[config.mk]
export PLATFORM = sky130hd
export DESIGN_NAME = sorted_unique_key_set_unit_flat
export DESIGN_NICKNAME = d
export VERILOG_FILES = /design/src/rtl/suks_pkg.sv /design/src/rtl/suks_if.sv /design/src/rtl/suks_ram.sv /design/src/rtl/sorted_unique_key_set_unit.sv /design/src/flat_wrapper.sv
export SDC_FILE = /design/constraint.sdc
export NUM_CORES = 1
export LEC_CHECK = 0
export BUFFER_PORTS_ARGS = -buffer_cell sky130_fd_sc_hd__buf_2
export CAP_MARGIN = 30
export CORE_MARGIN = 1.5
export CORE_UTILIZATION = 50
export CTS_CLUSTER_SIZE = 20
export DETAILED_ROUTE_END_ITERATION = 12
export MAX_ROUTING_LAYER = met4
export PLACE_DENSITY_LB_ADDON = 0.1
export REMOVE_ABC_BUFFERS = 1
export SYNTH_ARGS = -nofsm -noshare
export SYNTH_HDL_FRONTEND = slang
export SYNTH_SLANG_ARGS = --single-unit
[constraint.sdc]
create_clock -name clk -period 3.8 [get_ports clk]
set_clock_uncertainty 0.15 [all_clocks]
set_input_delay 0.38 -clock clk [delete_from_list [all_inputs] [get_ports clk]]
set_output_delay 0.38 -clock clk [all_outputs]
set_load 0.1 [all_outputs]
[src/rtl/suks_pkg.sv]
// Shared constants for the sorted unique key set unit.
package suks_pkg;

	// Default sizing
	localparam int CAPACITY_DEF = 16;
	localparam int KEY_BITS_DEF = 14;

	// Range register reset values
	localparam int KEY_MIN_RST = 1000;
	localparam int KEY_MAX_RST = 9999;

	// Field widths fixed by the result format
	localparam int OPC_W     = 2;
	localparam int STATUS_W  = 3;
	localparam int CNT_OUT_W = 5;
	localparam int POS_W     = 4;
	localparam int CFG_IDX_W = 1;

	// Opcodes
	localparam logic [OPC_W-1:0] OP_INSERT = 2'd0;
	localparam logic [OPC_W-1:0] OP_REMOVE = 2'd1;
	localparam logic [OPC_W-1:0] OP_CLEAR  = 2'd2;
	localparam logic [OPC_W-1:0] OP_LIST   = 2'd3;

	// Status codes
	localparam logic [STATUS_W-1:0] ST_OK       = 3'd0;
	localparam logic [STATUS_W-1:0] ST_DUP      = 3'd1;
	localparam logic [STATUS_W-1:0] ST_NOTFOUND = 3'd2;
	localparam logic [STATUS_W-1:0] ST_FULL     = 3'd3;
	localparam logic [STATUS_W-1:0] ST_EMPTY    = 3'd4;
	localparam logic [STATUS_W-1:0] ST_RANGE    = 3'd5;

	// Configuration register indexes
	localparam logic [CFG_IDX_W-1:0] CFG_KEY_MIN = 1'd0;
	localparam logic [CFG_IDX_W-1:0] CFG_KEY_MAX = 1'd1;

endpackage

[src/rtl/suks_if.sv]
// Command and response channel interfaces of the sorted unique key set unit.
interface suks_cmd_if #(
	parameter int KEY_BITS = suks_pkg::KEY_BITS_DEF
);
	logic                        valid;
	logic                        ready;
	logic [suks_pkg::OPC_W-1:0]  opcode;
	logic [KEY_BITS-1:0]         key;

	modport source (output valid, output opcode, output key, input ready);
	modport sink   (input valid, input opcode, input key, output ready);
endinterface

interface suks_rsp_if #(
	parameter int KEY_BITS = suks_pkg::KEY_BITS_DEF
);
	logic                            valid;
	logic                            ready;
	logic [suks_pkg::STATUS_W-1:0]   status;
	logic [suks_pkg::CNT_OUT_W-1:0]  entry_count;
	logic [KEY_BITS-1:0]             entry_value;
	logic [suks_pkg::POS_W-1:0]      entry_position;
	logic                            last;

	modport source (output valid, output status, output entry_count, output entry_value,
		output entry_position, output last, input ready);
	modport sink   (input valid, input status, input entry_count, input entry_value,
		input entry_position, input last, output ready);
endinterface

[src/rtl/suks_ram.sv]
// Generic single write port, single read port RAM with registered read data.
module suks_ram #(
	parameter int WIDTH = 8,
	parameter int DEPTH = 16
) (
	input  logic                                      clk,
	input  logic                                      we,
	input  logic [((DEPTH > 1) ? $clog2(DEPTH) : 1)-1:0] waddr,
	input  logic [WIDTH-1:0]                          wdata,
	input  logic [((DEPTH > 1) ? $clog2(DEPTH) : 1)-1:0] raddr,
	output logic [WIDTH-1:0]                          rdata
);
	logic [WIDTH-1:0] mem_q [DEPTH];

	always_ff @(posedge clk) begin
		if (we) begin
			mem_q[waddr] <= wdata;
		end
		rdata <= mem_q[raddr];
	end
endmodule

[src/rtl/sorted_unique_key_set_unit.sv]
// Sorted unique key set: holds up to CAPACITY distinct keys in ascending order in a
// single-port-read RAM. One command is taken at a time; cmd.ready is high only while
// the sequencer is idle. Every RAM access goes through one registered read port and
// one key comparator, so each entry visited takes a read state and a compare state.
// Insert scans entries until the sorted slot is found, shifts each entry above it up
// with a read and a write, then places the key and posts the result. Remove scans,
// shifts each entry above the match down, then posts. Clear and the rejected cases
// (full, empty, out of range) go straight to posting. List gives one result per held
// key, each posted after its read and compare, plus any response stall. A result
// sits in an output register, so a new command may be taken while the last result
// waits for its transfer. Clear and reset only zero the fill count: slots at or
// beyond the count are never read, so no clearing pass runs.
module sorted_unique_key_set_unit #(
	parameter int CAPACITY = suks_pkg::CAPACITY_DEF,
	parameter int KEY_BITS = suks_pkg::KEY_BITS_DEF
) (
	input  logic                           clk,
	input  logic                           arst_n,
	input  logic                           cfg_we,
	input  logic [suks_pkg::CFG_IDX_W-1:0] cfg_index,
	input  logic [KEY_BITS-1:0]            cfg_data,
	suks_cmd_if.sink                       cmd,
	suks_rsp_if.source                     rsp
);
	localparam int IDX_W = (CAPACITY > 1) ? $clog2(CAPACITY) : 1;
	localparam int CNT_W = $clog2(CAPACITY + 1);
	localparam int ST_W  = 4;

	// Sequencer states
	localparam logic [ST_W-1:0] S_IDLE    = 4'd0;
	localparam logic [ST_W-1:0] S_INS_RD  = 4'd1;  // insert: read slot idx
	localparam logic [ST_W-1:0] S_INS_CMP = 4'd2;  // insert: compare slot idx
	localparam logic [ST_W-1:0] S_SHU_RD  = 4'd3;  // shift up: read slot j-1
	localparam logic [ST_W-1:0] S_SHU_WR  = 4'd4;  // shift up: write slot j
	localparam logic [ST_W-1:0] S_PUT     = 4'd5;  // write new key at pos
	localparam logic [ST_W-1:0] S_RM_RD   = 4'd6;
	localparam logic [ST_W-1:0] S_RM_CMP  = 4'd7;
	localparam logic [ST_W-1:0] S_SHD_RD  = 4'd8;  // shift down: read slot j+1
	localparam logic [ST_W-1:0] S_SHD_WR  = 4'd9;  // shift down: write slot j
	localparam logic [ST_W-1:0] S_LST_RD  = 4'd10;
	localparam logic [ST_W-1:0] S_LST_CMP = 4'd11;
	localparam logic [ST_W-1:0] S_EMIT    = 4'd12; // post result to output register

	logic [ST_W-1:0]               state_q;
	logic [ST_W-1:0]               ret_q;     // state to enter after the result posts
	logic [IDX_W-1:0]              idx_q;     // scan index, also j during shifts
	logic [IDX_W-1:0]              pos_q;     // insert slot
	logic [CNT_W-1:0]              cnt_q;
	logic [KEY_BITS-1:0]           key_q;
	logic [KEY_BITS-1:0]           key_min_q;
	logic [KEY_BITS-1:0]           key_max_q;

	// Pending result
	logic [suks_pkg::STATUS_W-1:0] res_status_q;
	logic [KEY_BITS-1:0]           res_value_q;
	logic [IDX_W-1:0]              res_pos_q;
	logic                          res_last_q;

	// Output register
	logic                           out_vld_q;
	logic [suks_pkg::STATUS_W-1:0]  out_status_q;
	logic [suks_pkg::CNT_OUT_W-1:0] out_count_q;
	logic [KEY_BITS-1:0]            out_value_q;
	logic [suks_pkg::POS_W-1:0]     out_pos_q;
	logic                           out_last_q;

	// RAM port
	logic                ram_we;
	logic [IDX_W-1:0]    ram_waddr;
	logic [KEY_BITS-1:0] ram_wdata;
	logic [IDX_W-1:0]    ram_raddr;
	logic [KEY_BITS-1:0] ram_rdata;

	logic cmd_xfer;
	logic out_free;
	logic in_range;
	logic key_eq;
	logic key_gt;
	logic idx_last;
	logic shd_done;

	suks_ram #(
		.WIDTH(KEY_BITS),
		.DEPTH(CAPACITY)
	) u_ram (
		.clk   (clk),
		.we    (ram_we),
		.waddr (ram_waddr),
		.wdata (ram_wdata),
		.raddr (ram_raddr),
		.rdata (ram_rdata)
	);

	assign cmd.ready = (state_q == S_IDLE);
	assign cmd_xfer  = cmd.valid && cmd.ready;
	assign out_free  = !out_vld_q || rsp.ready;
	assign in_range  = (cmd.key >= key_min_q) && (cmd.key <= key_max_q);

	// The shared comparator: RAM read data against the command key.
	assign key_eq = (ram_rdata == key_q);
	assign key_gt = (ram_rdata > key_q);

	// idx is the last used slot; j+1 is the last used slot during a shift down
	assign idx_last = ((CNT_W'(idx_q) + CNT_W'(1)) == cnt_q);
	assign shd_done = ((CNT_W'(idx_q) + CNT_W'(2)) == cnt_q);

	assign rsp.valid          = out_vld_q;
	assign rsp.status         = out_status_q;
	assign rsp.entry_count    = out_count_q;
	assign rsp.entry_value    = out_value_q;
	assign rsp.entry_position = out_pos_q;
	assign rsp.last           = out_last_q;

	always_comb begin
		ram_we    = 1'b0;
		ram_waddr = idx_q;
		ram_wdata = ram_rdata;
		ram_raddr = idx_q;
		case (state_q)
			S_SHU_RD: begin
				ram_raddr = idx_q - IDX_W'(1);
			end
			S_SHU_WR: begin
				ram_we = 1'b1;
			end
			S_PUT: begin
				ram_we    = 1'b1;
				ram_waddr = pos_q;
				ram_wdata = key_q;
			end
			S_SHD_RD: begin
				ram_raddr = idx_q + IDX_W'(1);
			end
			S_SHD_WR: begin
				ram_we = 1'b1;
			end
			default: begin
				ram_we = 1'b0;
			end
		endcase
	end

	// Range registers
	always_ff @(posedge clk or negedge arst_n) begin
		if (!arst_n) begin
			key_min_q <= KEY_BITS'(suks_pkg::KEY_MIN_RST);
			key_max_q <= KEY_BITS'(suks_pkg::KEY_MAX_RST);
		end else if (cfg_we) begin
			case (cfg_index)
				suks_pkg::CFG_KEY_MIN: key_min_q <= cfg_data;
				suks_pkg::CFG_KEY_MAX: key_max_q <= cfg_data;
				default: ;
			endcase
		end
	end

	// Sequencer
	always_ff @(posedge clk or negedge arst_n) begin
		if (!arst_n) begin
			state_q      <= S_IDLE;
			ret_q        <= S_IDLE;
			idx_q        <= '0;
			pos_q        <= '0;
			cnt_q        <= '0;
			key_q        <= '0;
			res_status_q <= suks_pkg::ST_OK;
			res_value_q  <= '0;
			res_pos_q    <= '0;
			res_last_q   <= 1'b0;
			out_vld_q    <= 1'b0;
			out_status_q <= suks_pkg::ST_OK;
			out_count_q  <= '0;
			out_value_q  <= '0;
			out_pos_q    <= '0;
			out_last_q   <= 1'b0;
		end else begin
			// a posted result refills the register, else a transfer empties it
			if (state_q == S_EMIT && out_free) begin
				out_vld_q <= 1'b1;
			end else if (rsp.ready) begin
				out_vld_q <= 1'b0;
			end

			case (state_q)
				S_IDLE: begin
					if (cmd_xfer) begin
						key_q        <= cmd.key;
						idx_q        <= '0;
						res_value_q  <= '0;
						res_pos_q    <= '0;
						res_last_q   <= 1'b1;
						res_status_q <= suks_pkg::ST_OK;
						ret_q        <= S_IDLE;
						case (cmd.opcode)
							suks_pkg::OP_INSERT: begin
								if (cnt_q == CNT_W'(CAPACITY)) begin
									res_status_q <= suks_pkg::ST_FULL;
									state_q      <= S_EMIT;
								end else if (!in_range) begin
									res_status_q <= suks_pkg::ST_RANGE;
									state_q      <= S_EMIT;
								end else if (cnt_q == '0) begin
									pos_q   <= '0;
									state_q <= S_PUT;
								end else begin
									state_q <= S_INS_RD;
								end
							end
							suks_pkg::OP_REMOVE: begin
								if (cnt_q == '0) begin
									res_status_q <= suks_pkg::ST_EMPTY;
									state_q      <= S_EMIT;
								end else if (!in_range) begin
									res_status_q <= suks_pkg::ST_RANGE;
									state_q      <= S_EMIT;
								end else begin
									state_q <= S_RM_RD;
								end
							end
							suks_pkg::OP_CLEAR: begin
								cnt_q   <= '0;
								state_q <= S_EMIT;
							end
							default: begin
								if (cnt_q == '0) begin
									res_status_q <= suks_pkg::ST_EMPTY;
									state_q      <= S_EMIT;
								end else begin
									state_q <= S_LST_RD;
								end
							end
						endcase
					end
				end
				S_INS_RD: begin
					state_q <= S_INS_CMP;
				end
				S_INS_CMP: begin
					if (key_eq) begin
						res_status_q <= suks_pkg::ST_DUP;
						state_q      <= S_EMIT;
					end else if (key_gt) begin
						// first larger key: open a gap here, moving from the top down
						pos_q   <= idx_q;
						idx_q   <= IDX_W'(cnt_q);
						state_q <= S_SHU_RD;
					end else if (idx_last) begin
						pos_q   <= IDX_W'(cnt_q);
						state_q <= S_PUT;
					end else begin
						idx_q   <= idx_q + IDX_W'(1);
						state_q <= S_INS_RD;
					end
				end
				S_SHU_RD: begin
					state_q <= S_SHU_WR;
				end
				S_SHU_WR: begin
					if ((idx_q - IDX_W'(1)) == pos_q) begin
						state_q <= S_PUT;
					end else begin
						idx_q   <= idx_q - IDX_W'(1);
						state_q <= S_SHU_RD;
					end
				end
				S_PUT: begin
					cnt_q   <= cnt_q + CNT_W'(1);
					state_q <= S_EMIT;
				end
				S_RM_RD: begin
					state_q <= S_RM_CMP;
				end
				S_RM_CMP: begin
					if (key_eq) begin
						if (idx_last) begin
							cnt_q   <= cnt_q - CNT_W'(1);
							state_q <= S_EMIT;
						end else begin
							state_q <= S_SHD_RD;
						end
					end else if (key_gt || idx_last) begin
						// sorted order: past the key means it is absent
						res_status_q <= suks_pkg::ST_NOTFOUND;
						state_q      <= S_EMIT;
					end else begin
						idx_q   <= idx_q + IDX_W'(1);
						state_q <= S_RM_RD;
					end
				end
				S_SHD_RD: begin
					state_q <= S_SHD_WR;
				end
				S_SHD_WR: begin
					// vacated top slot is left stale; it lies beyond the count
					if (shd_done) begin
						cnt_q   <= cnt_q - CNT_W'(1);
						state_q <= S_EMIT;
					end else begin
						idx_q   <= idx_q + IDX_W'(1);
						state_q <= S_SHD_RD;
					end
				end
				S_LST_RD: begin
					state_q <= S_LST_CMP;
				end
				S_LST_CMP: begin
					res_status_q <= suks_pkg::ST_OK;
					res_value_q  <= ram_rdata;
					res_pos_q    <= idx_q;
					res_last_q   <= idx_last;
					ret_q        <= idx_last ? S_IDLE : S_LST_RD;
					state_q      <= S_EMIT;
				end
				S_EMIT: begin
					if (out_free) begin
						out_status_q <= res_status_q;
						out_count_q  <= suks_pkg::CNT_OUT_W'(cnt_q);
						out_value_q  <= res_value_q;
						out_pos_q    <= suks_pkg::POS_W'(res_pos_q);
						out_last_q   <= res_last_q;
						state_q      <= ret_q;
						if (ret_q == S_LST_RD) begin
							idx_q <= idx_q + IDX_W'(1);
						end
					end
				end
				default: begin
					state_q <= S_IDLE;
				end
			endcase
		end
	end
endmodule

[src/flat_wrapper.sv]
// flat-port wrapper written by rule: the top's interface ports become plain ports
module sorted_unique_key_set_unit_flat 
#(
	parameter int CAPACITY = suks_pkg::CAPACITY_DEF,
	parameter int KEY_BITS = suks_pkg::KEY_BITS_DEF
)
  (clk, arst_n, cfg_we, cfg_index, cfg_data, cmd_valid, cmd_opcode, cmd_key, cmd_ready, rsp_valid, rsp_status, rsp_entry_count, rsp_entry_value, rsp_entry_position, rsp_last, rsp_ready);
  suks_cmd_if #(.KEY_BITS(KEY_BITS)) cmd_i ();
  suks_rsp_if #(.KEY_BITS(KEY_BITS)) rsp_i ();
  input  logic clk;
  input  logic arst_n;
  input  logic cfg_we;
  input  logic [suks_pkg::CFG_IDX_W-1:0] cfg_index;
  input  logic [KEY_BITS-1:0] cfg_data;
  input wire logic [$bits(cmd_i.valid)-1:0] cmd_valid;
  input wire logic [$bits(cmd_i.opcode)-1:0] cmd_opcode;
  input wire logic [$bits(cmd_i.key)-1:0] cmd_key;
  output wire logic [$bits(cmd_i.ready)-1:0] cmd_ready;
  output wire logic [$bits(rsp_i.valid)-1:0] rsp_valid;
  output wire logic [$bits(rsp_i.status)-1:0] rsp_status;
  output wire logic [$bits(rsp_i.entry_count)-1:0] rsp_entry_count;
  output wire logic [$bits(rsp_i.entry_value)-1:0] rsp_entry_value;
  output wire logic [$bits(rsp_i.entry_position)-1:0] rsp_entry_position;
  output wire logic [$bits(rsp_i.last)-1:0] rsp_last;
  input wire logic [$bits(rsp_i.ready)-1:0] rsp_ready;
  assign cmd_i.valid = cmd_valid;
  assign cmd_i.opcode = cmd_opcode;
  assign cmd_i.key = cmd_key;
  assign cmd_ready = cmd_i.ready;
  assign rsp_valid = rsp_i.valid;
  assign rsp_status = rsp_i.status;
  assign rsp_entry_count = rsp_i.entry_count;
  assign rsp_entry_value = rsp_i.entry_value;
  assign rsp_entry_position = rsp_i.entry_position;
  assign rsp_last = rsp_i.last;
  assign rsp_i.ready = rsp_ready;
  sorted_unique_key_set_unit #(.CAPACITY(CAPACITY), .KEY_BITS(KEY_BITS)) u_core (.clk(clk), .arst_n(arst_n), .cfg_we(cfg_we), .cfg_index(cfg_index), .cfg_data(cfg_data), .cmd(cmd_i), .rsp(rsp_i));
endmodule
==> metrics.txt <==
# TYPE chip_impl_metric gauge
chip_impl_info{name="run_status",value="finished clean"} 1
chip_impl_metric{name="start_util",unit="%"} 50.6
chip_impl_metric{name="met2_length",unit="mm"} 16.9
chip_impl_metric{name="cp_max_fo",unit=""} 6
chip_impl_metric{name="num_rows",unit=""} 65
chip_impl_info{name="top_layer",value="met4"} 1
chip_impl_metric{name="antenna_violations_before_repair",unit=""} 0
chip_impl_info{name="hold_path_class",value="in -> reg"} 1
chip_impl_metric{name="clock.fmax",unit="GHz"} 0.305
chip_impl_metric{name="drtPass1Iterations",unit=""} 5
chip_impl_metric{name="placement.io_buffers",unit=""} 64
chip_impl_metric{name="grt_max_degree",unit=""} 63
chip_impl_metric{name="htree_levels",unit=""} 2
chip_impl_metric{name="cp.required",unit="ps"} 4060
chip_impl_metric{name="setup_violations",unit=""} 0
chip_impl_metric{name="synth_edf_count",unit=""} 224
chip_impl_metric{name="comb_pwr_share",unit="%"} 43.4
chip_impl_metric{name="place_hpwl",unit="mm"} 23.2
chip_impl_metric{name="report.power.total",unit="uW"} 16500
chip_impl_metric{name="met3WireLength",unit="mm"} 1.75
chip_impl_metric{name="grt_overflow",unit=""} 0
chip_impl_metric{name="syn_avg_cell_area",unit="sq um"} 14.2
chip_impl_metric{name="worst_pin_slew",unit="ps"} 862
chip_impl_info{name="cell_type_contributing_the_most_total_cell_area_after_synthesis",value="sky130_fd_sc_hd__edfxtp_1"} 1
chip_impl_metric{name="num-nets-final",unit=""} 1321
chip_impl_info{name="cts_tree",value="built"} 1
chip_impl_metric{name="antenna-diode-count",unit=""} 0
chip_impl_metric{name="worst-endpoint-arrival",unit="ps"} 3540
chip_impl_metric{name="netSwitchingPower",unit="uW"} 6300
chip_impl_info{name="synth.area.top_cells",value="sky130_fd_sc_hd__edfxtp_1 (42%), sky130_fd_sc_hd__dfrtp_1 (15%), sky130_fd_sc_hd__mux4_2 (7.9%), sky130_fd_sc_hd__ha_1 (4.3%), sky130_fd_sc_hd__mux2_2 (3.8%)"} 1
chip_impl_metric{name="grt_first_pass_wirelength",unit="mm"} 56.0
chip_impl_metric{name="part_of_the_cycle_the_worst_path_needs",unit="%"} 86.3
chip_impl_metric{name="maxSlewViolCount",unit=""} 0
chip_impl_metric{name="synth-seq-cells",unit=""} 348
chip_impl_metric{name="cts_num_sinks",unit=""} 348
chip_impl_metric{name="max_cap_violations",unit=""} 0
chip_impl_metric{name="synth_top_area_share",unit="%"} 42.4
chip_impl_info{name="cts.root.buffer_cell",value="sky130_fd_sc_hd__clkbuf_16"} 1
chip_impl_info{name="critical-path-top-delay-family",value="compound AO/OA/AOI/OAI gates"} 1
chip_impl_metric{name="avgViaCountPerCell",unit=""} 5.67
chip_impl_metric{name="cts.repair.resized",unit=""} 0
chip_impl_info{name="crit_top_cell",value="sky130_fd_sc_hd__a211oi_1"} 1
chip_impl_metric{name="worst_path_largest_cell_delay",unit="ps"} 600
chip_impl_info{name="crit_path_category",value="reg -> reg"} 1
chip_impl_metric{name="cts.reportedPaths.clkPinSlew",unit="ps"} 60
chip_impl_metric{name="area_growth_syn_to_layout",unit="%"} 15.2
chip_impl_metric{name="floorplan.die_area",unit="sq um"} 32800
chip_impl_metric{name="drt_wl_total",unit="mm"} 35.8
chip_impl_metric{name="track_usage",unit="%"} 23.2
chip_impl_metric{name="worst_slew_margin_rel",unit="%"} 42.5
chip_impl_info{name="grt_setup_unrepaired",value="false"} 1
chip_impl_metric{name="worstPathBufferInverterCount",unit=""} 1
chip_impl_metric{name="syn_area",unit="sq um"} 15900
chip_impl_metric{name="clock_buffer_depth",unit=""} 3
chip_impl_info{name="worst_setup_path_start_kind",value="register"} 1
chip_impl_metric{name="wire_per_inst",unit="um"} 21.6
chip_impl_metric{name="detail_route.iter0.violations",unit=""} 614
chip_impl_info{name="crit_path_end_kind",value="register"} 1
chip_impl_metric{name="path_depth",unit=""} 9
chip_impl_metric{name="core_region_area",unit="sq um"} 31400
chip_impl_metric{name="power.clock.fraction",unit="%"} 21.9
chip_impl_metric{name="async_reset_ff_share",unit="%"} 31.6
chip_impl_metric{name="synth_seq_area_share",unit="%"} 61.6
chip_impl_metric{name="synthesis.instances",unit=""} 1119
chip_impl_metric{name="power.leakage",unit="uW"} 0.00716
chip_impl_metric{name="die_w",unit="um"} 181
chip_impl_metric{name="sequentialPowerShare",unit="%"} 34.7
chip_impl_metric{name="final_standard_cell_area_without_fillers",unit="sq um"} 18300
chip_impl_metric{name="power_per_cell_area",unit="nW/um^2"} 900
chip_impl_metric{name="worstHoldPathCells",unit=""} 3
chip_impl_metric{name="worst_ir_drop_vdd",unit="V"} 0.000574
chip_impl_metric{name="netlist-cell-type-count",unit=""} 79
chip_impl_metric{name="synth-warning-count",unit=""} 0
chip_impl_metric{name="final.min_clock_period",unit="ps"} 3280
chip_impl_metric{name="grt_pass1_vias",unit=""} 9545
chip_impl_metric{name="fp.dieH",unit="um"} 181
chip_impl_metric{name="place_area",unit="sq um"} 16900
chip_impl_metric{name="drtAntennaViolNets",unit=""} 0
chip_impl_metric{name="power_report.internal_total",unit="uW"} 10100
chip_impl_metric{name="worst-r2r-cell-count",unit=""} 9
chip_impl_metric{name="final-hold-violation-count",unit=""} 0
chip_impl_metric{name="drc_errors",unit=""} 0
chip_impl_metric{name="globalplace.congestion",unit=""} 0.921
chip_impl_metric{name="io_pins",unit=""} 65
chip_impl_info{name="worstPathCellList",value="inv_1 -> ha_1 -> a211oi_1 -> o21ai_0 -> a21oi_1 -> nand4b_1 -> a211oi_1 -> nand2_1 -> mux2_1"} 1
chip_impl_metric{name="detailroute.via_count",unit=""} 9418
chip_impl_metric{name="worstSkewPairLatency",unit="ps"} 540
chip_impl_metric{name="drive_gt1_share",unit="%"} 24.8
chip_impl_info{name="worst_path_max_delay_cell",value="sky130_fd_sc_hd__a211oi_1"} 1
chip_impl_metric{name="wirelength_met1",unit="mm"} 16.5
chip_impl_metric{name="cts_buffers",unit=""} 38
chip_impl_info{name="yosys_most_used_dff",value="sky130_fd_sc_hd__edfxtp_1"} 1
chip_impl_metric{name="power_switching_share",unit="%"} 38.3
==> final timing paths <==
check	startpoint	end	slack [ps]
min	cmd_key[10]	u_core.key_q[10]	20
max in group asynchronous	arst_n	u_core.key_max_q[2]	2310
min in group asynchronous	arst_n	u_core.rsp.entry_count[0]	340
min reg2reg	u_core.rsp.entry_count[3]	u_core.rsp.entry_count[3]	320
max	u_core.key_q[7]	u_core.idx_q[3]	520
max reg2reg	u_core.key_q[7]	u_core.idx_q[3]	520
==> cells in the mapped netlist, types with 4 or more instances <==
| library cell | n |
|---|---|
| sky130_fd_sc_hd__xnor2_1 | 9 |
| sky130_fd_sc_hd__a21o_1 | 11 |
| sky130_fd_sc_hd__o21ai_0 | 69 |
| sky130_fd_sc_hd__buf_2 | 13 |
| sky130_fd_sc_hd__clkbuf_1 | 31 |
| sky130_fd_sc_hd__o31ai_1 | 4 |
| sky130_fd_sc_hd__buf_1 | 4 |
| sky130_fd_sc_hd__mux2i_1 | 48 |
| sky130_fd_sc_hd__mux4_2 | 56 |
| sky130_fd_sc_hd__nor2_1 | 47 |
| sky130_fd_sc_hd__nand2b_1 | 9 |
| sky130_fd_sc_hd__ha_1 | 54 |
| sky130_fd_sc_hd__nand2_1 | 109 |
| sky130_fd_sc_hd__a211o_1 | 4 |
| sky130_fd_sc_hd__a31oi_1 | 9 |
| sky130_fd_sc_hd__o31a_1 | 5 |
| sky130_fd_sc_hd__and3_1 | 5 |
| sky130_fd_sc_hd__nor3_1 | 8 |
| sky130_fd_sc_hd__nor2b_1 | 10 |
| sky130_fd_sc_hd__nand4_1 | 6 |
| sky130_fd_sc_hd__buf_6 | 8 |
| sky130_fd_sc_hd__o22ai_1 | 4 |
| sky130_fd_sc_hd__a22oi_1 | 4 |
| sky130_fd_sc_hd__mux2_2 | 54 |
| sky130_fd_sc_hd__inv_1 | 60 |
| sky130_fd_sc_hd__dfrtp_1 | 96 |
| sky130_fd_sc_hd__nand3_1 | 12 |
| sky130_fd_sc_hd__dfxtp_1 | 14 |
| sky130_fd_sc_hd__a21oi_1 | 32 |
| sky130_fd_sc_hd__dfstp_2 | 14 |
| sky130_fd_sc_hd__edfxtp_1 | 224 |
| sky130_fd_sc_hd__a211oi_1 | 6 |
| sky130_fd_sc_hd__and2_1 | 5 |
| sky130_fd_sc_hd__xor2_1 | 7 |
==> timing repair <==
item,in CTS,in global routing
hold buffers,19,0
buffers inserted,0,0
endpoints found under the hold margin,83,0
==> stage by stage <==
stage,TNS [ps],hold WS [ps],utilization [%],worst slack [ps],cells
floorplan,-137950,-65.6,-,-1460,1062
detailed placement,0,316,53.7,619,1573
global placement,0,308,53.7,634,1573
CTS,0,7.78,58.3,575,1661
finish,0,15.2,58.3,519,1661
global route,0,30.3,58.3,325,1661
==> kinds of logic (layout without fill, tap and decap cells) <==
family          Yosys count  in the layout  synth area share, %
mux                     159            159                 14.9
compound gates          189            189                 7.74
fa+ha+maj                55             55                 4.38
xor+xnor                 18             18                 1.13
simple gates            233            233                 7.00
flops                   348            348                 61.6
buf+inv                 117            257                 3.27
==> worst min-delay path, delay by kind of cell <==
kind | cells | cell delay, ps
compound gates | 1 | 80
buf+inv | 1 | 130
simple gates | 1 | 50
==> state kept, by name (all words and copies together), names as in the netlist, 5 cells and up <==
signal,cells
u_core.cnt_q,5
u_core.u_ram.rdata,14
u_core.u_ram.mem_q,224
u_core.rsp.entry_count,5
u_core.key_max_q,14
u_core.key_min_q,14
u_core.res_value_q,14
u_core.rsp.entry_value,14
u_core.key_q,14
==> power groups by stage <==
stage | sequential [uW] | clock [uW] | combinational (uW)
3_5_place_dp | 5770 | 0 | 7160
2_1_floorplan | 6590 | 0 | 4380
6_report | 5710 | 3600 | 7140
5_1_grt | 5780 | 3820 | 7750
3_3_place_gp | 5760 | 0 | 7070
4_1_cts | 5700 | 3680 | 7200
==> final cells by class <==
class                      count  area (sq um)
inverter                      60           225
fill                        2456         13100
timing repair buffer         128           926
multi-input combinational    654          5620
tap                          402           503
clock buffer                  51          1060
sequential                   348          9780
clock inverter                18           185
==> cells in the final DEF (no fill, tap or decap), types with 6 or more instances in the layout <==
cell | Yosys | final
sky130_fd_sc_hd__clkinv_2 | 0 | 8
sky130_fd_sc_hd__clkbuf_8 | 0 | 6
sky130_fd_sc_hd__a31oi_1 | 9 | 9
sky130_fd_sc_hd__nand3_1 | 12 | 12
sky130_fd_sc_hd__clkbuf_1 | 31 | 7
sky130_fd_sc_hd__dfrtp_1 | 96 | 96
sky130_fd_sc_hd__mux4_2 | 56 | 56
sky130_fd_sc_hd__clkbuf_16 | 0 | 38
sky130_fd_sc_hd__nand4_1 | 6 | 6
sky130_fd_sc_hd__nor3_1 | 8 | 7
sky130_fd_sc_hd__nor2b_1 | 10 | 10
sky130_fd_sc_hd__a21oi_1 | 32 | 32
sky130_fd_sc_hd__xnor2_1 | 9 | 8
sky130_fd_sc_hd__a21o_1 | 11 | 11
sky130_fd_sc_hd__ha_1 | 54 | 54
sky130_fd_sc_hd__a211oi_1 | 6 | 6
sky130_fd_sc_hd__xor2_1 | 7 | 7
sky130_fd_sc_hd__mux2_2 | 54 | 54
sky130_fd_sc_hd__dfxtp_1 | 14 | 14
sky130_fd_sc_hd__dlygate4sd3_1 | 0 | 19
sky130_fd_sc_hd__buf_12 | 0 | 6
sky130_fd_sc_hd__inv_1 | 60 | 60
sky130_fd_sc_hd__nand2b_1 | 9 | 9
sky130_fd_sc_hd__buf_4 | 1 | 40
sky130_fd_sc_hd__buf_2 | 13 | 63
sky130_fd_sc_hd__mux2i_1 | 48 | 48
sky130_fd_sc_hd__nor2_1 | 47 | 46
sky130_fd_sc_hd__dfstp_2 | 14 | 14
sky130_fd_sc_hd__o21ai_0 | 69 | 69
sky130_fd_sc_hd__nand2_1 | 109 | 109
sky130_fd_sc_hd__edfxtp_1 | 224 | 224
==> routing by layer <==
layer / vias up / track usage [%]
li1: 4423 / -
met1: 4698 / 32.1
met2: 252 / 36.1
met3: 45 / 3.35
met4: 0 / 5.93
met5: - / -
Note: power is estimated with default switching activity, not from simulation.
